## src/sv/wcjq_pkg.sv

```systemverilog
// ----------------------------------------------------------------------------
// Work-credit job queue package
// Shared sizes, command codes, the controller state type and the per-cell
// control word.
// ----------------------------------------------------------------------------
`default_nettype none

package wcjq_pkg;

  localparam int unsigned QUEUE_DEPTH = 4;
  localparam int unsigned WORK_BITS   = 24;
  localparam int unsigned IDX_W       = (QUEUE_DEPTH > 1) ? $clog2(QUEUE_DEPTH) : 1;
  localparam int unsigned CNT_W       = 3;

  typedef enum logic {
    FUNC_ADD,
    FUNC_ADVANCE
  } func_e;

  typedef enum logic {
    ST_IDLE,
    ST_WALK
  } state_e;

  // Control word for one queue cell.
  typedef struct packed {
    logic shift;  // take the value of the cell behind
    logic load;   // write a new job
    logic sub;    // subtract the applied work
  } cell_ctrl_t;

endpackage

`default_nettype wire

```

## src/sv/wcjq_cell.sv

```systemverilog
// ----------------------------------------------------------------------------
// Work-credit job queue cell
// Holds the remaining work of one queued job; shifts toward the front on a pop.
// ----------------------------------------------------------------------------
`default_nettype none

module wcjq_cell (
  input  wire                                 clk_i,
  input  wire wcjq_pkg::cell_ctrl_t           ctrl_i,
  input  wire logic [wcjq_pkg::WORK_BITS-1:0] load_data_i,
  input  wire logic [wcjq_pkg::WORK_BITS-1:0] next_data_i,
  input  wire logic [wcjq_pkg::WORK_BITS-1:0] sub_data_i,
  output logic      [wcjq_pkg::WORK_BITS-1:0] data_o
);

  logic [wcjq_pkg::WORK_BITS-1:0] work_q, work_d;

  always_comb begin
    work_d = work_q;
    if (ctrl_i.shift) begin
      work_d = next_data_i;
    end else if (ctrl_i.load) begin
      work_d = load_data_i;
    end else if (ctrl_i.sub) begin
      work_d = work_q - sub_data_i;
    end
  end

  // Payload only: an entry is read only after it was written.
  always_ff @(posedge clk_i) begin
    work_q <= work_d;
  end

  assign data_o = work_q;

endmodule

`default_nettype wire

```

## src/sv/work_credit_job_queue_unit.sv

```systemverilog
// ----------------------------------------------------------------------------
// Work-credit job queue
// Bounded queue of jobs with remaining work in unsigned Q16.8; adds push a job,
// advances burn work off the front, popping every job that finishes.
// ----------------------------------------------------------------------------
// An item is taken when start is high and busy is low. An add's result strobes
// on done_o in the cycle after it is taken, and busy stays low, so a new item
// may follow at once. An advance that has work to do holds busy while it walks
// the front jobs it touches, the front cell subtracting or popping once per
// cycle, and its result strobes on done_o as busy falls; an advance with no
// work to do finishes like an add. Each result is on the ports for one cycle
// only and cannot be stalled. max_jobs is written through the cfg channel,
// which is always ready.
`default_nettype none

module work_credit_job_queue_unit (
  input  wire                                 clk_i,
  input  wire                                 rst_ni,
  input  wire                                 start,
  output logic                                busy,
  input  wire logic                           func_i,
  input  wire logic [wcjq_pkg::WORK_BITS-1:0] amount_i,
  input  wire logic                           disabled_i,
  input  wire                                 cfg_valid_i,
  output logic                                cfg_ready_o,
  input  wire logic [2:0]                     cfg_max_jobs_i,
  output logic                                done_o,
  output logic                                accepted_o,
  output logic      [2:0]                     completed_o,
  output logic      [2:0]                     occupancy_o,
  output logic                                front_busy_o
);

  localparam int unsigned Depth = wcjq_pkg::QUEUE_DEPTH;
  localparam int unsigned WorkW = wcjq_pkg::WORK_BITS;
  localparam int unsigned CntW  = wcjq_pkg::CNT_W;

  wcjq_pkg::state_e state_q, state_d;

  logic [CntW-1:0]  count_q, count_d;
  logic [CntW-1:0]  cmpl_q, cmpl_d;
  logic [WorkW-1:0] carry_q, carry_d;
  logic [2:0]       max_jobs_q;

  logic             res_valid_q, res_valid_d;
  logic             res_acc_q, res_acc_d;
  logic [CntW-1:0]  res_cmpl_q, res_cmpl_d;
  logic [CntW-1:0]  res_occ_q, res_occ_d;

  wcjq_pkg::cell_ctrl_t       cell_ctrl [Depth];
  logic [WorkW-1:0]           cell_data [Depth];

  logic             take_front;
  logic [WorkW-1:0] carry_left;
  logic             walk_finish;
  logic             add_ok;
  logic             walk_ok;
  logic             item_go;

  // Row of cells; cell 0 is the front of the queue.
  for (genvar g = 0; g < Depth; g++) begin : g_cell
    logic [WorkW-1:0] next_data;
    if (g == Depth - 1) begin : g_last
      assign next_data = '0;
    end else begin : g_mid
      assign next_data = cell_data[g+1];
    end
    wcjq_cell u_cell (
      .clk_i       (clk_i),
      .ctrl_i      (cell_ctrl[g]),
      .load_data_i (amount_i),
      .next_data_i (next_data),
      .sub_data_i  (carry_q),
      .data_o      (cell_data[g])
    );
  end

  assign item_go     = start && !busy;
  assign add_ok      = (amount_i != '0) && !disabled_i
                    && (count_q < CntW'(max_jobs_q)) && (count_q < CntW'(Depth));
  assign walk_ok     = (amount_i != '0) && !disabled_i && (count_q != '0);
  assign take_front  = (cell_data[0] <= carry_q);
  assign carry_left  = carry_q - cell_data[0];
  assign walk_finish = !take_front || (count_q == CntW'(1)) || (carry_left == '0);

  // Next state.
  always_comb begin
    state_d = state_q;
    unique case (state_q)
      wcjq_pkg::ST_IDLE: begin
        if (item_go && (func_i == wcjq_pkg::FUNC_ADVANCE) && walk_ok) begin
          state_d = wcjq_pkg::ST_WALK;
        end
      end
      wcjq_pkg::ST_WALK: begin
        if (walk_finish) begin
          state_d = wcjq_pkg::ST_IDLE;
        end
      end
      default: state_d = wcjq_pkg::ST_IDLE;
    endcase
  end

  // Outputs and datapath control.
  always_comb begin
    busy        = 1'b0;
    count_d     = count_q;
    cmpl_d      = cmpl_q;
    carry_d     = carry_q;
    res_valid_d = 1'b0;
    res_acc_d   = res_acc_q;
    res_cmpl_d  = res_cmpl_q;
    res_occ_d   = res_occ_q;
    for (int i = 0; i < Depth; i++) begin
      cell_ctrl[i] = '0;
    end
    unique case (state_q)
      wcjq_pkg::ST_IDLE: begin
        if (item_go) begin
          if (func_i == wcjq_pkg::FUNC_ADD) begin
            res_valid_d = 1'b1;
            res_acc_d   = add_ok;
            res_cmpl_d  = '0;
            res_occ_d   = count_q;
            if (add_ok) begin
              cell_ctrl[count_q[wcjq_pkg::IDX_W-1:0]].load = 1'b1;
              count_d   = count_q + CntW'(1);
              res_occ_d = count_d;
            end
          end else if (walk_ok) begin
            carry_d = amount_i;
            cmpl_d  = '0;
          end else begin
            res_valid_d = 1'b1;
            res_acc_d   = 1'b0;
            res_cmpl_d  = '0;
            res_occ_d   = count_q;
          end
        end
      end
      wcjq_pkg::ST_WALK: begin
        busy = 1'b1;
        if (take_front) begin
          // Front job finishes: pop it and carry the leftover onward.
          for (int i = 0; i < Depth; i++) begin
            cell_ctrl[i].shift = 1'b1;
          end
          count_d = count_q - CntW'(1);
          cmpl_d  = cmpl_q + CntW'(1);
          carry_d = carry_left;
        end else begin
          cell_ctrl[0].sub = 1'b1;
          carry_d          = '0;
        end
        if (walk_finish) begin
          res_valid_d = 1'b1;
          res_acc_d   = 1'b0;
          res_cmpl_d  = cmpl_d;
          res_occ_d   = count_d;
        end
      end
      default: busy = 1'b0;
    endcase
  end

  always_ff @(posedge clk_i or negedge rst_ni) begin
    if (!rst_ni) begin
      state_q     <= wcjq_pkg::ST_IDLE;
      count_q     <= '0;
      max_jobs_q  <= 3'd4;
      res_valid_q <= 1'b0;
    end else begin
      state_q     <= state_d;
      count_q     <= count_d;
      res_valid_q <= res_valid_d;
      if (cfg_valid_i && cfg_ready_o) begin
        max_jobs_q <= cfg_max_jobs_i;
      end
    end
  end

  always_ff @(posedge clk_i) begin
    cmpl_q     <= cmpl_d;
    carry_q    <= carry_d;
    res_acc_q  <= res_acc_d;
    res_cmpl_q <= res_cmpl_d;
    res_occ_q  <= res_occ_d;
  end

  assign cfg_ready_o  = 1'b1;
  assign done_o       = res_valid_q;
  assign accepted_o   = res_acc_q;
  assign completed_o  = res_cmpl_q;
  assign occupancy_o  = res_occ_q;
  assign front_busy_o = (res_occ_q != '0);

  a_count_bound: assert property (@(posedge clk_i) disable iff (!rst_ni)
    count_q <= CntW'(Depth))
    else $error("queue occupancy exceeds depth");

  a_walk_nonempty: assert property (@(posedge clk_i) disable iff (!rst_ni)
    busy |-> (count_q != '0))
    else $error("walking an empty queue");

  a_occ_matches: assert property (@(posedge clk_i) disable iff (!rst_ni)
    done_o |-> (occupancy_o == count_q))
    else $error("reported occupancy differs from queue state");

  a_add_no_pop: assert property (@(posedge clk_i) disable iff (!rst_ni)
    (done_o && accepted_o) |-> (completed_o == '0))
    else $error("add result reports completions");

  a_walk_ends: assert property (@(posedge clk_i) disable iff (!rst_ni)
    $fell(busy) |-> done_o)
    else $error("walk ended without a result");

endmodule

`default_nettype wire

```

## config.mk

```make
export PLATFORM = sky130hd
export DESIGN_NAME = work_credit_job_queue_unit
export DESIGN_NICKNAME = d
export VERILOG_FILES = /design/src/sv/wcjq_pkg.sv /design/src/sv/wcjq_cell.sv /design/src/sv/work_credit_job_queue_unit.sv
export SDC_FILE = /design/constraint.sdc
export NUM_CORES = 1
export LEC_CHECK = 0
export CAP_MARGIN = 20
export CELL_PAD_IN_SITES_DETAIL_PLACEMENT = 0
export CELL_PAD_IN_SITES_GLOBAL_PLACEMENT = 2
export CORE_MARGIN = 3
export CORE_UTILIZATION = 44
export CTS_BUF_LIST = sky130_fd_sc_hd__clkbuf_8
export DETAILED_ROUTE_END_ITERATION = 7
export DONT_BUFFER_PORTS = 1
export PLACE_DENSITY = 0.95
export SETUP_SLACK_MARGIN = 0.3
export SLEW_MARGIN = 20
export SYNTH_ARGS = -nofsm -noshare
export SYNTH_HDL_FRONTEND = slang
export SYNTH_SLANG_ARGS = --single-unit
```

## constraint.sdc

```tcl
create_clock -name clk_i -period 7.15 [get_ports clk_i]
set_input_delay 1.43 -clock clk_i [delete_from_list [all_inputs] [get_ports clk_i]]
set_output_delay 1.43 -clock clk_i [all_outputs]
set_load 0.01 [all_outputs]
```

## After elaboration in Yosys (flattened, before gate mapping)

Cells that the tools add are included.

| operators by class | value |
|---|---|
| order comparisons | 5 |
| add/subtract/negate cells | 8 |
| muxes and demuxes | 65 |
| reductions and logical operators | 24 |
| equal/unequal tests | 7 |
| bitwise gates (word level) | 2 |

Operator list:

| operator | number |
|---|---|
| $mux W24 | 15 |
| $sub A24 B24 Y24 | 5 |
| $mux W3 | 16 |
| $pmux W24 S2 | 1 |
| $mux W11 | 3 |
| $le A24 B24 Y1 | 1 |
| $logic_not A24 Y1 | 1 |
| $pmux W3 S2 | 4 |
| $reduce_bool A24 Y1 | 1 |
| $reduce_bool A3 Y1 | 5 |
| $mux W1 | 14 |
| $pmux W1 S2 | 6 |
| $logic_and A1 B1 Y1 | 8 |
| $mux W2 | 4 |
| $ne A2 B2 Y1 const B | 4 |
| $add A3 B1 Y3 const B | 2 |
| $demux W3 S2 | 1 |
| $reduce_and A3 Y1 | 2 |
| $pmux W2 S2 | 1 |
| $eq A3 B1 Y1 const B | 1 |
| $ge A3 B3 Y1 const B | 1 |
| $logic_not A1 Y1 | 3 |
| $lt A3 B1 Y1 const B | 1 |
| $lt A3 B3 Y1 | 1 |
| 9 further kinds | 10 |

| storage, ports and cells | value |
|---|---|
| logic and storage cells | 124 |
| input port bits | 33 |
| flip-flop bits (word level) | 138 |
| output and inout port bits | 11 |

## Longest topological paths before layout

| logic depth | value |
|---|---|
| depth in word-level cells | 12 |
| mapped depth | 14 |
| mapped depth without buffers | 13 |

## Modules after synthesis

A second synthesis with hierarchy kept.

| second synthesis, totals | value |
|---|---|
| cell total of the unflattened synthesis | 1662 |
| area total of the unflattened synthesis | 13873.3 µm² |

Modules (own cells, without submodules):

| module | seq. area each (µm²) | area each (µm²) | cells an instance | times used |
|---|---|---|---|---|
| wcjq_cell at g_cell[0].u_cell ... | 720.7 | 2524.9 | 307 | 3 |
| work_credit_job_queue_unit | 1222.4 | 3836.2 | 445 | 1 |
| wcjq_cell at g_cell[3].u_cell | 720.7 | 2462.4 | 296 | 1 |

## Worst setup path before layout

Ideal clock, no wire load.

| timing path | value |
|---|---|
| path kind | input-to-reg |
| start | in amount_i[5] (netlist bit) |
| end | reg carry_q[0], enable pin |
| arrival time | 3903 ps |
| cell stages on the path | 5 |
| setup time | 449 ps |
| buffers on the path | 0 |
| slack | 2798 ps |
| data required time | 6701 ps |
| cell sequence | nor4_1 -> nand4_1 -> o21bai_1 -> a211o_1 -> o21ai_0 |

| on the way | value |
|---|---|
| cells in the longest elaborated chain, start to end | 5 |

RTL lines:

| item | RTL line | text |
|---|---|---|
| start: declaration | work_credit_job_queue_unit.sv:22 | `input wire logic [wcjq_pkg::WORK_BITS-1:0] amount_i,` |
| $reduce_bool A24 Y1 | work_credit_job_queue_unit.sv:81 | `assign walk_ok = (amount_i != '0) && !disabled_i && (count_q != '0);` |
| $logic_and A1 B1 Y1 (2 in a row) | work_credit_job_queue_unit.sv:81 |  |
| $ne A2 B2 Y1 (no line) | -- |  |
| $reduce_and A3 Y1 (no line) | -- |  |
| end signal: assignment | work_credit_job_queue_unit.sv:184 | `carry_q <= carry_d;` |
| end: declaration | work_credit_job_queue_unit.sv:42 | `logic [WorkW-1:0] carry_q, carry_d;` |

Every way passes these cells.
A chain may end at the register's enable or synchronous reset.

## Final worst setup path

| timing path | value |
|---|---|
| start | in amount_i[16] (netlist bit) |
| end | reg g_cell[0].u_cell.work_q (netlist bit g_cell[0].u_cell.data_o[11]), enable pin |

| on the way | value |
|---|---|
| cells in the longest elaborated chain, start to end | 9 |

RTL lines:

| item | RTL line | text |
|---|---|---|
| $reduce_bool A24 Y1 | work_credit_job_queue_unit.sv:79 | `assign add_ok = (amount_i != '0) && !disabled_i` |
| $logic_and A1 B1 Y1 | work_credit_job_queue_unit.sv:79 |  |
| $logic_and A1 B1 Y1 (2 in a row) | work_credit_job_queue_unit.sv:80 | `&& (count_q < CntW'(max_jobs_q)) && (count_q < CntW'(Depth));` |
| $mux W11 | work_credit_job_queue_unit.sv:125 | `if (add_ok) begin` |
| $mux W11 | work_credit_job_queue_unit.sv:120 | `if (func_i == wcjq_pkg::FUNC_ADD) begin` |
| $mux W11 | work_credit_job_queue_unit.sv:119 | `if (item_go) begin` |
| $mux W1 | work_credit_job_queue_unit.sv:117 | `unique case (state_q)` |
| $reduce_bool A3 Y1 (no line) | -- |  |
| end signal: assignment | wcjq_cell.sv:31 | `work_q <= work_d;` |
| end: declaration | wcjq_cell.sv:16 | `logic [wcjq_pkg::WORK_BITS-1:0] work_q, work_d;` |

Every way passes these cells.

==> impl_metrics.ini <==
[run_status]
status = finished clean

[timing]
tightestPinTransition_ns = 1.094
timing.clock.skew_ns = 0.02477
timing.max_slew.rel_slack = 0.2704
timing.final.max_slew_violations = 0
timing.final.hold_violations = 0
setup_viol = 0
layout_worst_path_cycle_share = 0.6217
post-route-min-period_ns = 4.445
final.setup.tns_ns = 0
fmaxAchievable_mhz = 225.0
grt_setup_unrepaired = no

[worst_setup_path]
worstSetupPathType = input pin to flip-flop
type_of_element_capturing_the_critical_path = flip-flop
start_kind = input pin
crit_arrival_ns = 4.39
crit_fanout = 27
worst_ep_required_time_ns = 7.10

[logic_synthesis]
syn_inst = 1409
syn-mean-instance-area_sq_um = 8.195
synth_fp_nets = 1547
synth_seq_cells = 138
netlist-cell-type-count = 81
synth_top_area_share = 0.2757
yosysMostFrequentCell = sky130_fd_sc_hd__nand2_1
synth-edff-count = 106
synth.yosys.warnings = 0
post_synth_instance_area_sq_um = 11550
postSynth.asyncResetShare = 0.05797
synth-seq-area-share = 0.3347
cell_types_with_the_highest_counts_after_synthesis = sky130_fd_sc_hd__nand2_1 (157), sky130_fd_sc_hd__a21oi_1 (156), sky130_fd_sc_hd__nor2_1 (119)
synth_area_leaders = sky130_fd_sc_hd__edfxtp_1 (28%), sky130_fd_sc_hd__ha_1 (11%), sky130_fd_sc_hd__a21oi_1 (6.8%)
synth_area_leader_cell = sky130_fd_sc_hd__edfxtp_1
ys_dominant_reg_cell = sky130_fd_sc_hd__edfxtp_1

[worst_hold_path]
worstHoldPathType = flip-flop to flip-flop

[grt]
global_route.usage.total = 0.2423
grt_max_degree = 66
grt_antenna_before_repair = 0
first_global_vias = 9615
grt-ovfl-total = 0
grt_pass1_wl_mm = 54.21

[floorplanning]
ios = 44
chipHeight_microns = 168.0
die_area_sq_um = 28220
initial_utilization = 0.4533
die_w_microns = 168.0
placement_rows = 58
core_area_sq_um = 25470

[cts]
clockBufferDepth = 2
cts_tree = yes
post_cts_hold_buffer_count = 0
ctsResizeCount = 0
cts_setup_buffers = 0
clk-insertion-delay-late_ns = 0.46
cts_max_level = 4
numCtsBuffers = 17
cts_root_buf = sky130_fd_sc_hd__clkbuf_8
clkSlewWorstSetupHoldPaths_ns = 0.09
number_of_clock_sinks = 138

[layout]
drive_above_1_share = 0.04707
syn2layout_area_growth_pct = 5.397
layout.core_utilization = 0.4777
diodes = 0
layout.nets = 1506

[route]
num_vias = 10250
final_antenna_net_count = 0
avg_wl_per_cell_microns = 20.21
number_of_search_and_repair_iterations_in_the_first_detailed_routing_pass = 5
vias_per_cell = 5.989
remaining_drc_errors = 0
routed_wl_mm = 34.58
first_iter_violations = 986

[placement]
place.detailed.hpwl_mm = 25.80
gp_congestion = 0.9125
count_of_input_and_output_buffers = 0

[job]
max-cap-violations = 0
layout by cell type, fill, tap and decap left out, drive strengths merged, types with 7 or more instances in the layout:
master	count
and3	10
ha	101
nor4	16
and2	9
nor2b	15
o21a	19
buf	11
nand2	157
a21oi	157
nand4	18
a31oi	25
clkbuf	17
xor2	18
nor3	25
o22ai	8
o21bai	11
a21boi	8
a21o	43
a211oi	20
or3	17
o21ai	111
nand2b	19
nand3	34
inv	111
dfrtp	7
nor2	119
xnor2	43
dfxtp	24
edfxtp	106
registers in the layout (all words and copies together) (netlist names), 3 cells and up:
| signal | flops |
|---|---|
| carry_q | 24 |
| cmpl_q | 3 |
| completed_o | 3 |
| count_q | 3 |
| g_cell.u_cell.data_o | 96 |
| max_jobs_q | 3 |
| occupancy_o | 3 |
critical path, cell delays in order:
cell and delay (ns):
sky130_fd_sc_hd__nor4_1 0.74, sky130_fd_sc_hd__nand4_1 0.41, sky130_fd_sc_hd__o21bai_1 0.42, sky130_fd_sc_hd__nor3_1 0.23, sky130_fd_sc_hd__nand2_1 0.12, sky130_fd_sc_hd__buf_4 0.32, sky130_fd_sc_hd__nand2_1 0.70
cell type report:
type | count | area [sq um]
inverters | 102 | 382.9
clock inverters | 15 | 186.4
repair buffers | 11 | 82.58
clock buffers | 17 | 234.0
multi-input cells | 1098 | 7005
well taps | 330 | 412.9
fillers | 2495 | 13300
flip-flops and latches | 138 | 3865
logic make-up after synthesis:
| kind of cell | share of synthesized area |
|---|---|
| AOI/OAI and AO/OA | 0.2481 |
| DFF | 0.3347 |
| other | 0.0003248 |
| adders and majority gates | 0.1164 |
| buffers and inverters | 0.05982 |
| muxes | 0.007369 |
| and+or+nand+nor | 0.1870 |
| xor gates and xnor gates | 0.04627 |
routing by layer:
metal | global-route usage | wire [microns] | vias up
li1 | - | - | 4998
met1 | 0.3745 | 16900 | 4823
met2 | 0.3534 | 14460 | 396
met3 | 0.03686 | 2589 | 31
met4 | 0.06119 | 631 | 0
met5 | 0 | 0 | -
through the flow:
step                area [sq um]  hold slack, ns  instances  setup WS, ns
finish                     12170          0.4587       1711         2.705
global route               12170          0.4717       1711         2.376
CTS                        12170          0.4610       1711         2.669
detailed placement         11750          0.4469       1679         2.199
global placement           11750          0.4426       1679         2.289
floorplan                  11550          0.4363       1409         2.798
final timing paths:
check,startpoint,to,slack (ns),depth (start not counted)
worst max-delay path,amount_i[16],g_cell[0].u_cell.data_o[11]$_DFFE_PP_,2.70,7
worst min-delay path,g_cell[3].u_cell.data_o[3]$_SDFFE_PP0P_,g_cell[3].u_cell.data_o[3]$_SDFFE_PP0P_,0.46,2
worst max register to register,carry_q[10]$_DFFE_PP_,g_cell[2].u_cell.data_o[23]$_DFFE_PP_,2.77,12
worst min register to register,g_cell[3].u_cell.data_o[3]$_SDFFE_PP0P_,g_cell[3].u_cell.data_o[3]$_SDFFE_PP0P_,0.46,2
max in group asynchronous,rst_ni,max_jobs_q[2]$_DFFE_PN1P_,6.33,0
min in group asynchronous,rst_ni,done_o$_DFF_PN0_,0.65,0
Power is not shown: default switching activity piles up to over one toggle a cycle in this logic, so the estimate is an artifact.
